`config.mk`:
```
export PLATFORM = sky130hd
export DESIGN_NAME = command_line_assembler
export DESIGN_NICKNAME = d
export VERILOG_FILES = /design/src/rtl/cla_pkg.sv /design/src/rtl/cla_core.sv /design/src/rtl/command_line_assembler.sv
export SDC_FILE = /design/constraint.sdc
export NUM_CORES = 1
export LEC_CHECK = 0
export ABC_AREA = 1
export CORE_MARGIN = 3
export CORE_UTILIZATION = 25
export DETAILED_ROUTE_END_ITERATION = 10
export DONT_BUFFER_PORTS = 1
export GPL_TIMING_DRIVEN = 0
export HOLD_SLACK_MARGIN = 0.02
export PLACE_DENSITY = 0.48
export SLEW_MARGIN = 5
export SYNTH_ARGS = -nofsm -noshare
export SYNTH_HDL_FRONTEND = slang
export SYNTH_SLANG_ARGS = --single-unit
```
`constraint.sdc`:
```
create_clock -name clk -period 10.6 [get_ports clk]
set_clock_uncertainty 0.1 [all_clocks]
set_input_delay 2.12 -clock clk [delete_from_list [all_inputs] [get_ports clk]]
set_output_delay 2.12 -clock clk [all_outputs]
set_load 0.02 [all_outputs]
```
`src/rtl/cla_pkg.sv`:
```
`timescale 1ns / 1ps
// ----------------------------------------------------------------------------
// cla_pkg
// shared types, sizes and codes of the command line assembler
// ----------------------------------------------------------------------------
package cla_pkg;

	localparam int BUF_DEPTH = 64;
	localparam int ADDR_W    = $clog2(BUF_DEPTH);
	localparam int CNT_W     = $clog2(BUF_DEPTH + 1);
	localparam int IDX_W     = 6;
	localparam int LC_W      = 7;
	localparam int CMP_W     = (CNT_W > IDX_W) ? CNT_W : IDX_W;
	localparam int EXT_W     = (CNT_W > LC_W) ? CNT_W : LC_W;

	localparam logic [1:0] OP_ADD   = 2'd0;
	localparam logic [1:0] OP_FLUSH = 2'd1;
	localparam logic [1:0] OP_READ  = 2'd2;

	localparam logic [1:0] CFG_EOL_A = 2'd0;
	localparam logic [1:0] CFG_EOL_B = 2'd1;
	localparam logic [1:0] CFG_SKIP  = 2'd2;
	localparam logic [1:0] CFG_TERM  = 2'd3;

	localparam logic [7:0] RST_EOL_A = 8'd10;
	localparam logic [7:0] RST_EOL_B = 8'd13;
	localparam logic [7:0] RST_SKIP  = 8'd32;
	localparam logic [7:0] RST_TERM  = 8'd0;

	typedef struct packed {
		logic [7:0] eol_a;
		logic [7:0] eol_b;
		logic [7:0] skip;
		logic [7:0] term;
	} cla_cfg_t;

	typedef struct packed {
		logic [CNT_W-1:0] count;
		logic             complete;
		logic             ovf;
	} cla_state_t;

	typedef struct packed {
		cla_state_t        next;
		logic              we;
		logic [ADDR_W-1:0] waddr;
		logic [7:0]        wdata;
		logic              rd_en;
		logic [ADDR_W-1:0] raddr;
	} cla_upd_t;

endpackage

```
`src/rtl/cla_core.sv`:
```
`timescale 1ns / 1ps
// ----------------------------------------------------------------------------
// cla_core
// next-state logic for one beat: line state update, store write, read enable
// ----------------------------------------------------------------------------
module cla_core (
	input  cla_pkg::cla_cfg_t   cfg,
	input  cla_pkg::cla_state_t cur,
	input  logic [1:0]          op,
	input  logic [7:0]          char_byte,
	input  logic [5:0]          read_index,
	output cla_pkg::cla_upd_t   upd
);

	logic                      full;
	logic                      empty;
	logic                      eol;
	logic                      last_slot;
	logic [cla_pkg::CMP_W-1:0] idx_ext;
	logic [cla_pkg::CMP_W-1:0] cnt_ext;

	assign full      = cur.count == cla_pkg::CNT_W'(cla_pkg::BUF_DEPTH);
	assign empty     = cur.count == '0;
	assign last_slot = cur.count == cla_pkg::CNT_W'(cla_pkg::BUF_DEPTH - 1);
	assign eol       = (char_byte == cfg.eol_a) || (char_byte == cfg.eol_b);
	assign idx_ext   = cla_pkg::CMP_W'(read_index);
	assign cnt_ext   = cla_pkg::CMP_W'(cur.count);

	always_comb begin
		upd       = '0;
		upd.next  = cur;
		upd.waddr = cur.count[cla_pkg::ADDR_W-1:0];
		upd.wdata = char_byte;
		upd.raddr = idx_ext[cla_pkg::ADDR_W-1:0];
		case (op)
			cla_pkg::OP_ADD: begin
				if (!full && !cur.ovf && !(empty && (eol || char_byte == cfg.skip))) begin
					if (!empty && eol) begin
						upd.we            = 1'b1;
						upd.wdata         = cfg.term;
						upd.next.count    = cur.count + 1'b1;
						upd.next.complete = 1'b1;
					end else if (last_slot) begin
						upd.next.ovf      = 1'b1;
						upd.next.count    = '0;
						upd.next.complete = 1'b0;
					end else begin
						upd.we         = 1'b1;
						upd.next.count = cur.count + 1'b1;
					end
				end else if (cur.ovf && eol) begin
					upd.next.ovf      = 1'b0;
					upd.next.count    = '0;
					upd.next.complete = 1'b0;
				end
			end
			cla_pkg::OP_FLUSH: begin
				upd.next.count    = '0;
				upd.next.complete = 1'b0;
			end
			cla_pkg::OP_READ: begin
				upd.rd_en = idx_ext < cnt_ext;
			end
			default: begin
				upd.next = cur;
			end
		endcase
	end

endmodule

```
`src/rtl/command_line_assembler.sv`:
```
`timescale 1ns / 1ps
// ----------------------------------------------------------------------------
// command_line_assembler
// collects received characters into one terminated command line
// ----------------------------------------------------------------------------
// usage:
//   s_axis carries one beat per operation: tuser holds the op code (add a
//   character, flush, read a byte), tdata the character and the read index
//   m_axis returns one status beat per input beat: read byte, line count,
//   complete, overflow and full flags, in input order
//   cfg writes the end-of-line, skip and terminator characters; write it
//   only while no beat is in flight
// timing:
//   each accepted beat passes the input register, then the result register,
//   and updates the line in one pass; one beat per cycle with m_axis_tready high
// reset:
//   arst_n empties the line, clears both flags and restores the default
//   characters; the line store itself is not cleared
// back-pressure:
//   when m_axis_tready is low the result beat holds; an input beat is taken
//   only into an empty input register, and then s_axis_tready drops
// ----------------------------------------------------------------------------
module command_line_assembler (
	input  logic        clk,
	input  logic        arst_n,
	input  logic        s_axis_tvalid,
	output logic        s_axis_tready,
	input  logic [15:0] s_axis_tdata,  // char_byte[7:0], read_index[13:8], zero[15:14]
	input  logic [1:0]  s_axis_tuser,  // op[1:0]
	output logic        m_axis_tvalid,
	input  logic        m_axis_tready,
	// read_byte[7:0], line_count[14:8], line_complete[15], overflow[16],
	// buffer_full[17], zero[23:18]
	output logic [23:0] m_axis_tdata,
	input  logic        cfg_valid,
	output logic        cfg_ready,
	input  logic [1:0]  cfg_index,
	input  logic [7:0]  cfg_data
);

	cla_pkg::cla_cfg_t   cfg_q;
	cla_pkg::cla_state_t state_q;
	cla_pkg::cla_upd_t   upd;

	logic       valid_s1;
	logic [1:0] op_s1;
	logic [7:0] char_s1;
	logic [5:0] idx_s1;
	logic       adv_s1;
	logic       accept_in;

	logic                      valid_s2;
	logic                      rd_en_s2;
	logic [7:0]                rdata_s2;
	logic [cla_pkg::CNT_W-1:0] count_s2;
	logic                      complete_s2;
	logic                      ovf_s2;
	logic [cla_pkg::EXT_W-1:0] count_ext;
	logic                      full_out;
	logic [7:0]                read_byte;

	logic [7:0] mem [cla_pkg::BUF_DEPTH];

	assign cfg_ready     = 1'b1;
	assign adv_s1        = valid_s1 && (!valid_s2 || m_axis_tready);
	assign s_axis_tready = !valid_s1 || adv_s1;
	assign accept_in     = s_axis_tvalid && s_axis_tready;

	always_ff @(posedge clk or negedge arst_n) begin
		if (!arst_n) begin
			cfg_q.eol_a <= cla_pkg::RST_EOL_A;
			cfg_q.eol_b <= cla_pkg::RST_EOL_B;
			cfg_q.skip  <= cla_pkg::RST_SKIP;
			cfg_q.term  <= cla_pkg::RST_TERM;
		end else if (cfg_valid && cfg_ready) begin
			case (cfg_index)
				cla_pkg::CFG_EOL_A: cfg_q.eol_a <= cfg_data;
				cla_pkg::CFG_EOL_B: cfg_q.eol_b <= cfg_data;
				cla_pkg::CFG_SKIP:  cfg_q.skip  <= cfg_data;
				cla_pkg::CFG_TERM:  cfg_q.term  <= cfg_data;
				default:            cfg_q       <= cfg_q;
			endcase
		end
	end

	// input register
	always_ff @(posedge clk or negedge arst_n) begin
		if (!arst_n) begin
			valid_s1 <= 1'b0;
		end else if (s_axis_tready) begin
			valid_s1 <= s_axis_tvalid;
		end
	end

	always_ff @(posedge clk) begin
		if (accept_in) begin
			op_s1   <= s_axis_tuser;
			char_s1 <= s_axis_tdata[7:0];
			idx_s1  <= s_axis_tdata[13:8];
		end
	end

	cla_core u_core (
		.cfg        (cfg_q),
		.cur        (state_q),
		.op         (op_s1),
		.char_byte  (char_s1),
		.read_index (idx_s1),
		.upd        (upd)
	);

	always_ff @(posedge clk or negedge arst_n) begin
		if (!arst_n) begin
			state_q <= '0;
		end else if (adv_s1) begin
			state_q <= upd.next;
		end
	end

	// line store
	always_ff @(posedge clk) begin
		if (adv_s1 && upd.we) begin
			mem[upd.waddr] <= upd.wdata;
		end
		if (adv_s1) begin
			rdata_s2 <= mem[upd.raddr];
		end
	end

	// result register
	always_ff @(posedge clk or negedge arst_n) begin
		if (!arst_n) begin
			valid_s2 <= 1'b0;
		end else if (adv_s1) begin
			valid_s2 <= 1'b1;
		end else if (m_axis_tready) begin
			valid_s2 <= 1'b0;
		end
	end

	always_ff @(posedge clk) begin
		if (adv_s1) begin
			rd_en_s2    <= upd.rd_en;
			count_s2    <= upd.next.count;
			complete_s2 <= upd.next.complete;
			ovf_s2      <= upd.next.ovf;
		end
	end

	assign count_ext = cla_pkg::EXT_W'(count_s2);
	assign full_out  = count_s2 == cla_pkg::CNT_W'(cla_pkg::BUF_DEPTH);
	assign read_byte = rd_en_s2 ? rdata_s2 : 8'd0;

	assign m_axis_tvalid = valid_s2;
	assign m_axis_tdata  = {6'd0, full_out, ovf_s2, complete_s2,
		count_ext[cla_pkg::LC_W-1:0], read_byte};

endmodule

```
==> metrics.txt, run 1 <==
area grow syn2layout 16.4%; Die H about 320 um; post-cts sizing count 0; routed len/inst about 25 um; Critical Path End Type primary output; Avg Synthesized Cell Area 12.0 um2; LEAKAGE 9.44 nW; CTS tree built; count of cell types in the netlist between 40 and 50; H-tree depth 2; antenna violations before repair 2; Post-Synth XOR/XNOR Area 0.00646; r2r startpoint state_q[2]; Hold Path Class reg -> reg; Routed WL 86100 um; antenna-violating nets left 0; postcts setup bufs 0; DRC violations left 0; yosys warns 0; Flop pwr share 0.480; Gate power share 0.148; clk slew on worst S/H paths around 0.06 ns; number of max-cap violations 0; worst path buffer plus inverter count 1; RSZ-0062 raised after global routing false; max_slew headroom 0.0602; Worst setup startpoint m_axis_tready; Num CTS Buffers a little over 60; final hold vios 0; sequential area share after synthesis 0.716; most frequent cells in the layout 546 x edfxtp_1, 365 x nor2_1, 299 x o21ai_0; clock root buffer master clkbuf_16; Nets ~2200; Slowest Stage Delay on Critical Path roughly 0.23 ns; vias in the first global route 16400; clock sinks around 590; Clock Power Share 0.372; arrival time worst endpoint around 2.4 ns; Setup CP Type in -> out; global-route wire length before repair approximately 120000 um; Clock Path Buffers 3; DP HPWL roughly 60000 um; Slowest-stage cell, CP nand3_1; I/O Pins 60; RePlAce Congestion just over 0.9; synthesized-area fraction occupied by adder cells 0.00359; share of layout cells above drive strength 1 0.103; Cell Rows around 110; port bufs 0; Setup Viol. Count Final 0; vias around 17000; initial drt markers around 2100; worst-skew pair later-pin latency between 0.6 and 0.7 ns; Power Density roughly 200 mW/mm2; Diodes inserted 0; die area a little over 0.1 mm2; Initial Utilization 0.253; Net Switching 1.58 mW; Worst-Margin Slew around 1.4 ns; Min Hold Slack slightly below 0.4 ns; Switching Fraction 0.283; status complete, no violations; synthesized area 0.0244 mm2; FF+latch count, synth between 500 and 600; Total Routing Usage GR 0.165; startpoint of the worst hold path cfg_q[7]; core region area 0.0967 mm2; fmax about 220 MHz; Slew Viols, Final 0; worst-path fanout max 3; P_int ~4 mW; DRT Pass-1 Iters 6; post-synthesis mux area share 0; Cells after Synth just over 2000; Synth Area in Compound Gates 0.123; Crit path max-delay family simple AND/OR/NAND/NOR gates; hold buffers post-CTS 0; Period minus WS final about 4.6 ns; GR Overflow Total 0; CP Cell Sequence inv_1 -> nand3_1; most common cell after layout, fill and taps aside edfxtp_1; die width 319 um; CP required 8.38 ns; vias per cell between 4 and 5; largest net degree at the start of global routing 44; simple-gate area share of the yosys netlist 0.115; Tcrit/Tclk final 0.436; setup TNS 0 ns; startpoint types input port; largest family of logic cells by synthesized area compound AO/OA/AOI/OAI gates; Filler Cell Count about 10000; VDD IR-drop max about 0.00014 V
## power groups by stage
stage	Sequential [mW]	Combinational [mW]	Clock (mW)
3_5_place_dp	2.74	0.817	0
4_1_cts	2.69	0.819	2.10
6_report	2.69	0.825	2.08
5_1_grt	2.69	0.896	2.20
3_3_place_gp	2.74	0.780	0
2_1_floorplan	2.72	0.515	0
## registers in the layout, summed over array words and instances, names as in the netlist, 2 cells and up
signal,flops
cfg_q,32
mem,512
char_s1,8
idx_s1,6
rdata_s2,8
op_s1,2
state_q,9
count_ext,7
## per-stage QoR
step	setup WS, ns	total power, mW	utilization	instances	instance area (um2)
final	5.98	5.59	0.294	3444	28400
after global routing	5.95	5.79	0.294	3444	28400
after CTS	5.98	5.61	0.294	3444	28400
after detailed placement	5.87	3.55	0.274	3329	26500
after global placement	3.65	3.52	0.269	3312	26000
after floorplan	6.01	3.24	-	2036	24400
## routing by layer
layer | track usage | wire (um)
met2 | 0.263 | 40000
met5 | 0 | 13
met1 | 0.230 | 37600
met4 | 0.0441 | 1970
met3 | 0.0304 | 6460
## cell type report
class / instances / area (um2) / share of cell area
buffer: 131 / 614 / 0.0216
clock buffer: 87 / 1740 / 0.0611
clock inverter: 28 / 185 / 0.00651
timing repair buffer: 17 / 375 / 0.0132
multi-input combinational: 1250 / 6190 / 0.218
tap: 1276 / 1600 / 0.0562
inverter: 66 / 255 / 0.00898
sequential: 589 / 17500 / 0.615
## final timing paths
path                       slack [ns]  cells after the start            end
min reg2reg                      0.39                      2       cfg_q[7]
min in group asynchronous        1.07                      0      cfg_q[12]
min                              0.39                      2       cfg_q[7]
max in group asynchronous        9.13                      0      cfg_q[16]
max reg2reg                      6.87                     12     mem[58][6]
max                              5.98                      2  s_axis_tready
## worst register-to-register path: stages, from the launching register on
cell and delay (ns):
dfrtp_1 0.36, buf_2 0.22, inv_2 0.13, ha_1 0.22
inv_1 0.05, nor2_1 0.05, nand3_2 0.12, inv_2 0.08
a21oi_4 0.27, nand2_4 0.12, inv_8 0.14, nand4_4 0.30
nor2_1 1.17
## cells by family (layout without fill, tap and decap cells)
logic type                 Yosys count  count (layout)
and+or+nand+nor                    670             670
DFF                                589             589
AOI/OAI and AO/OA                  548             548
buffers and inverters              197             329
xor gates and xnor gates            18              18
adders and majority gates            7               7
other                                2               7
## cell usage after synthesis (all sizes together)
| cell type | n | share of area |
|---|---|---|
| ha | 7 | 0.0036 |
| o22ai | 128 | 0.033 |
| o21bai | 5 | 0.0015 |
| and3 | 1 | 0.00026 |
| edfxtp | 546 | 0.67 |
| o21ai | 364 | 0.075 |
| nor2 | 375 | 0.059 |
| nand3b | 1 | 0.00031 |
| nand4 | 2 | 0.0017 |
| conb | 2 | 0.00031 |
| nor3 | 2 | 0.00087 |
| dfstp | 6 | 0.0065 |
| dfrtp | 37 | 0.038 |
| o211ai | 26 | 0.0080 |
| a21oi | 23 | 0.0052 |
| nand2 | 250 | 0.041 |
| xor2 | 2 | 0.00072 |
| xnor2 | 16 | 0.0057 |
| clkinv | 4 | 0.00061 |
| inv | 62 | 0.0098 |
| nand3 | 36 | 0.011 |
| clkbuf | 73 | 0.011 |
| a221oi | 1 | 0.00036 |
| or2 | 1 | 0.00026 |
| nor4 | 2 | 0.00051 |
| o221ai | 1 | 0.00036 |
| buf | 58 | 0.014 |
Power figures use the tool's default switching activity.
==> run 2, diff against run 1 <==
- ABC_AREA: 1 -> 0
- clock period: 10.6 -> 4.49 ns (I/O delays scaled with it)
==> run 2 against run 1 <==
Compared with the run above:
- power is 120% higher
- cell area is 4.6% lower
- synthesized cell count shrank 46%
- highest routed layer is now met4
==> metrics.txt, run 2 <==
DR top layer met4 (was met5); Setup Viol. Count Final 0 (unchanged); Routed WL 56400 um (was 86100 um); vias 10900 (was 17000); number of max-cap violations 0 (unchanged); FF+latch count, synth 589 (unchanged); top_reg_cell synth edfxtp_1 (unchanged); Filler Cell Count 9066 (was 9935); Clock Path Buffers 3 (unchanged); Period minus WS final 4.24 ns; global-route wire length before repair 81600 um (was 122000 um); die width 312 um (was 319 um); antenna-violating nets left 0 (unchanged); Num CTS Buffers 61 (unchanged); Power Density 463 mW/mm2 (was 197 mW/mm2); H-tree depth 2 (unchanged); Nets 1205 (was 2156); GR Overflow Total 0 (unchanged); status complete, no violations (unchanged); Placed Cells 2343 (was 3329); synthesized area 0.0234 mm2 (was 0.0244 mm2); count of cell types in the netlist 49 (was 43); Slew Viols, Final 0 (unchanged); Largest regs mem (512), cfg_q (32), state_q (9) (unchanged); yosys warns 0 (unchanged); postcts setup bufs 0 (unchanged); VDD IR-drop max 0.000336 V (was 0.000139 V); CP Cell Sequence clkbuf_1 -> inv_1 -> ha_1 -> a41o_1 -> nand2b_1 -> o32ai_4 -> nand2_1 -> or4_1 -> buf_2 -> nor2_1 (was inv_1 -> nand3_1); Setup CP Type reg -> reg (was in -> out); most common cell after layout, fill and taps aside edfxtp_1 (unchanged); antenna violations before repair 1 (was 2); Cell Rows 111 (was 114); number of flops mapped to enable cells by yosys 546 (unchanged); Slowest-stage cell, CP nor2_1 (was nand3_1); routed len/inst 23.0 um (was 25.0 um); RePlAce Congestion 0.788 (was 0.927); most numerous cell in the Yosys netlist edfxtp_1 (unchanged); port bufs 0 (unchanged); startpoint types register (was input port); worst-skew pair later-pin latency 0.64 ns (about the same); worst path buffer plus inverter count 3 (was 1); worst-path fanout max 10 (was 3); Diodes inserted 0 (unchanged); Cells after Synth 1095 (was 2031); DRT Pass-1 Iters 5 (was 6); CTS tree built (unchanged); clock sinks 589 (unchanged); most frequent cells in the layout 546 x edfxtp_1, 168 x mux4_2, 71 x nor2_1 (was 546 x edfxtp_1, 365 x nor2_1, 299 x o21ai_0); placed cell areas 0.0250 mm2 (was 0.0265 mm2); Hold Path Class in -> reg (was reg -> reg); max_slew headroom 0.175 (was 0.0602); largest net degree at the start of global routing 65 (was 44); Avg Synthesized Cell Area 21.4 um2 (was 12.0 um2); Total Routing Usage GR 0.115 (was 0.165); Multi-input gate area 0.00564 mm2 (was 0.00619 mm2); Yosys top cell by area edfxtp_1 (unchanged); Synth top cells by count 546 x edfxtp_1, 168 x mux4_2, 71 x nor2_1 (was 546 x edfxtp_1, 367 x nor2_1, 299 x o21ai_0); final hold vios 0 (unchanged); ys async rst share 0.0730 (unchanged); post-cts sizing count 0 (unchanged); initial drt markers 920 (was 2138); Crit path max-delay family simple AND/OR/NAND/NOR gates (unchanged); top cells by area, synth edfxtp_1 70%, mux4_2 16%, dfrtp_1 4.0% (was edfxtp_1 67%, o21ai_0 6.1%, nor2_1 5.6%); fin util 0.294 (about the same); Seq. cell area 0.0175 mm2 (unchanged); final cell count without fillers 2458 (was 3444); Slowest Stage Delay on Critical Path 0.66 ns (was 0.23 ns); area grow syn2layout 15.9% (was 16.4%); fmax 236 MHz; Initial Utilization 0.254 (was 0.253); core region area 0.0922 mm2 (was 0.0967 mm2); share of layout cells above drive strength 1 0.281 (was 0.103); RSZ-0062 raised after global routing true (was false); clk slew on worst S/H paths 0.06 ns (about the same); DRC violations left 0 (unchanged); max FFs per register 512 (unchanged); clock root buffer master clkbuf_16 (unchanged); Tcrit/Tclk final 0.945; Final Instance Area 0.0271 mm2 (was 0.0284 mm2); vias in the first global route 11500 (was 16400); met2 routed WL 27400 um (was 40000 um); sequential area share after synthesis 0.747 (was 0.716); largest register by flop count mem (unchanged); LEAKAGE 8.42 nW (was 9.44 nW); DP HPWL 36200 um (was 60800 um); Metal-1 WL 24000 um (was 37600 um); top-area cell type share of the netlist area 0.701 (was 0.671); Worst-Margin Slew 1.24 ns (was 1.40 ns); Reg2Reg Setup Slack 0.25 ns (was 6.87 ns); wire length on met3 3740 um (was 6460 um); Die H 312 um (was 319 um); Critical Path End Type register (was primary output); arrival time worst endpoint 4.38 ns (was 2.40 ns); I/O Pins 60 (unchanged); vias per cell 4.42 (was 4.93); die area 0.0973 mm2 (was 0.101 mm2); CP required 4.63 ns (was 8.38 ns)
-- run 2: changes by cell type after synthesis, moves of 41 or more --
cell / delta
clkbuf_1: -52
inv_1: -41
nand2_1: -221
nor2_1: -296
mux4_2: +168
o21ai_0: -289
o21ai_1: -63
o22ai_1: -127
-- run 2: worst paths after layout --
kind | end | startpoint | depth (start not counted)
setup / recovery | mem[21][2] | state_q[2] | 10
min in group asynchronous | state_q[7] | arst_n | 2
hold reg to reg | cfg_q[3] | cfg_q[3] | 1
max in group asynchronous | cfg_q[27] | arst_n | 2
hold / removal | char_s1[7] | s_axis_tdata[7] | 0
setup reg to reg | mem[21][2] | state_q[2] | 10
-- run 2: cell families after synthesis --
logic type	count (synthesis)	synth area share
buf+inv	70	0.0143
fa+ha+maj	7	0.00374
flops	589	0.747
compound gates	47	0.0145
xor+xnor	24	0.00898
other cells	2	0.000321
simple gates	148	0.0300
mux	208	0.181
-- run 2: worst register-to-register path: cells and delay by family, from the launching register on --
kind / cells / cell delay (ns)
simple gates: 4 / 1.71
buf+inv: 3 / 0.78
fa+ha+maj: 1 / 0.29
flops: 1 / 0.34
compound gates: 2 / 0.63
-- run 2: final cells by class --
class | instances | area share
tap | 1243 | 0.0574
buffer | 60 | 0.0110
clock inverter | 30 | 0.0145
clock buffer | 83 | 0.0619
inverter | 10 | 0.00138
timing repair buffer | 2 | 0.00138
multi-input combinational | 441 | 0.208
sequential | 589 | 0.645
-- run 2: through the flow --
step / TNS, ns / worst slack [ns] / power, mW / hold WS [ns]
final: 0 / 0.249 / 12.5 / 0.253
after global routing: -1.46 / -0.0520 / 13.0 / 0.220
after CTS: 0 / 0.141 / 12.7 / 0.208
after detailed placement: -3.83 / -0.117 / 7.44 / 0.390
after global placement: -1.18 / -0.0956 / 7.43 / 0.379
after floorplan: 0 / 1.27 / 7.02 / 0.357
-- run 2: report_power, final --
part	internal [mW]	total (mW)	switching [mW]	leakage, nW
Clock	3.12	5.22	2.10	1.02
Sequential	6.17	6.26	0.0901	5.44
Combinational	0.377	1.06	0.683	1.97
Total	9.67	12.5	2.87	8.42
-- run 2: repair_timing --
item,CTS,global route
hold endpoints to repair,43,0
hold buffers,2,0
setup endpoints to repair,0,48
-- run 2: layer usage --
metal  vias to the layer above  global-route usage
li1                       4662                   -
met1                      5820               0.153
met2                       323               0.186
met3                        71              0.0311
met4                         0              0.0296
met5                         -                   0
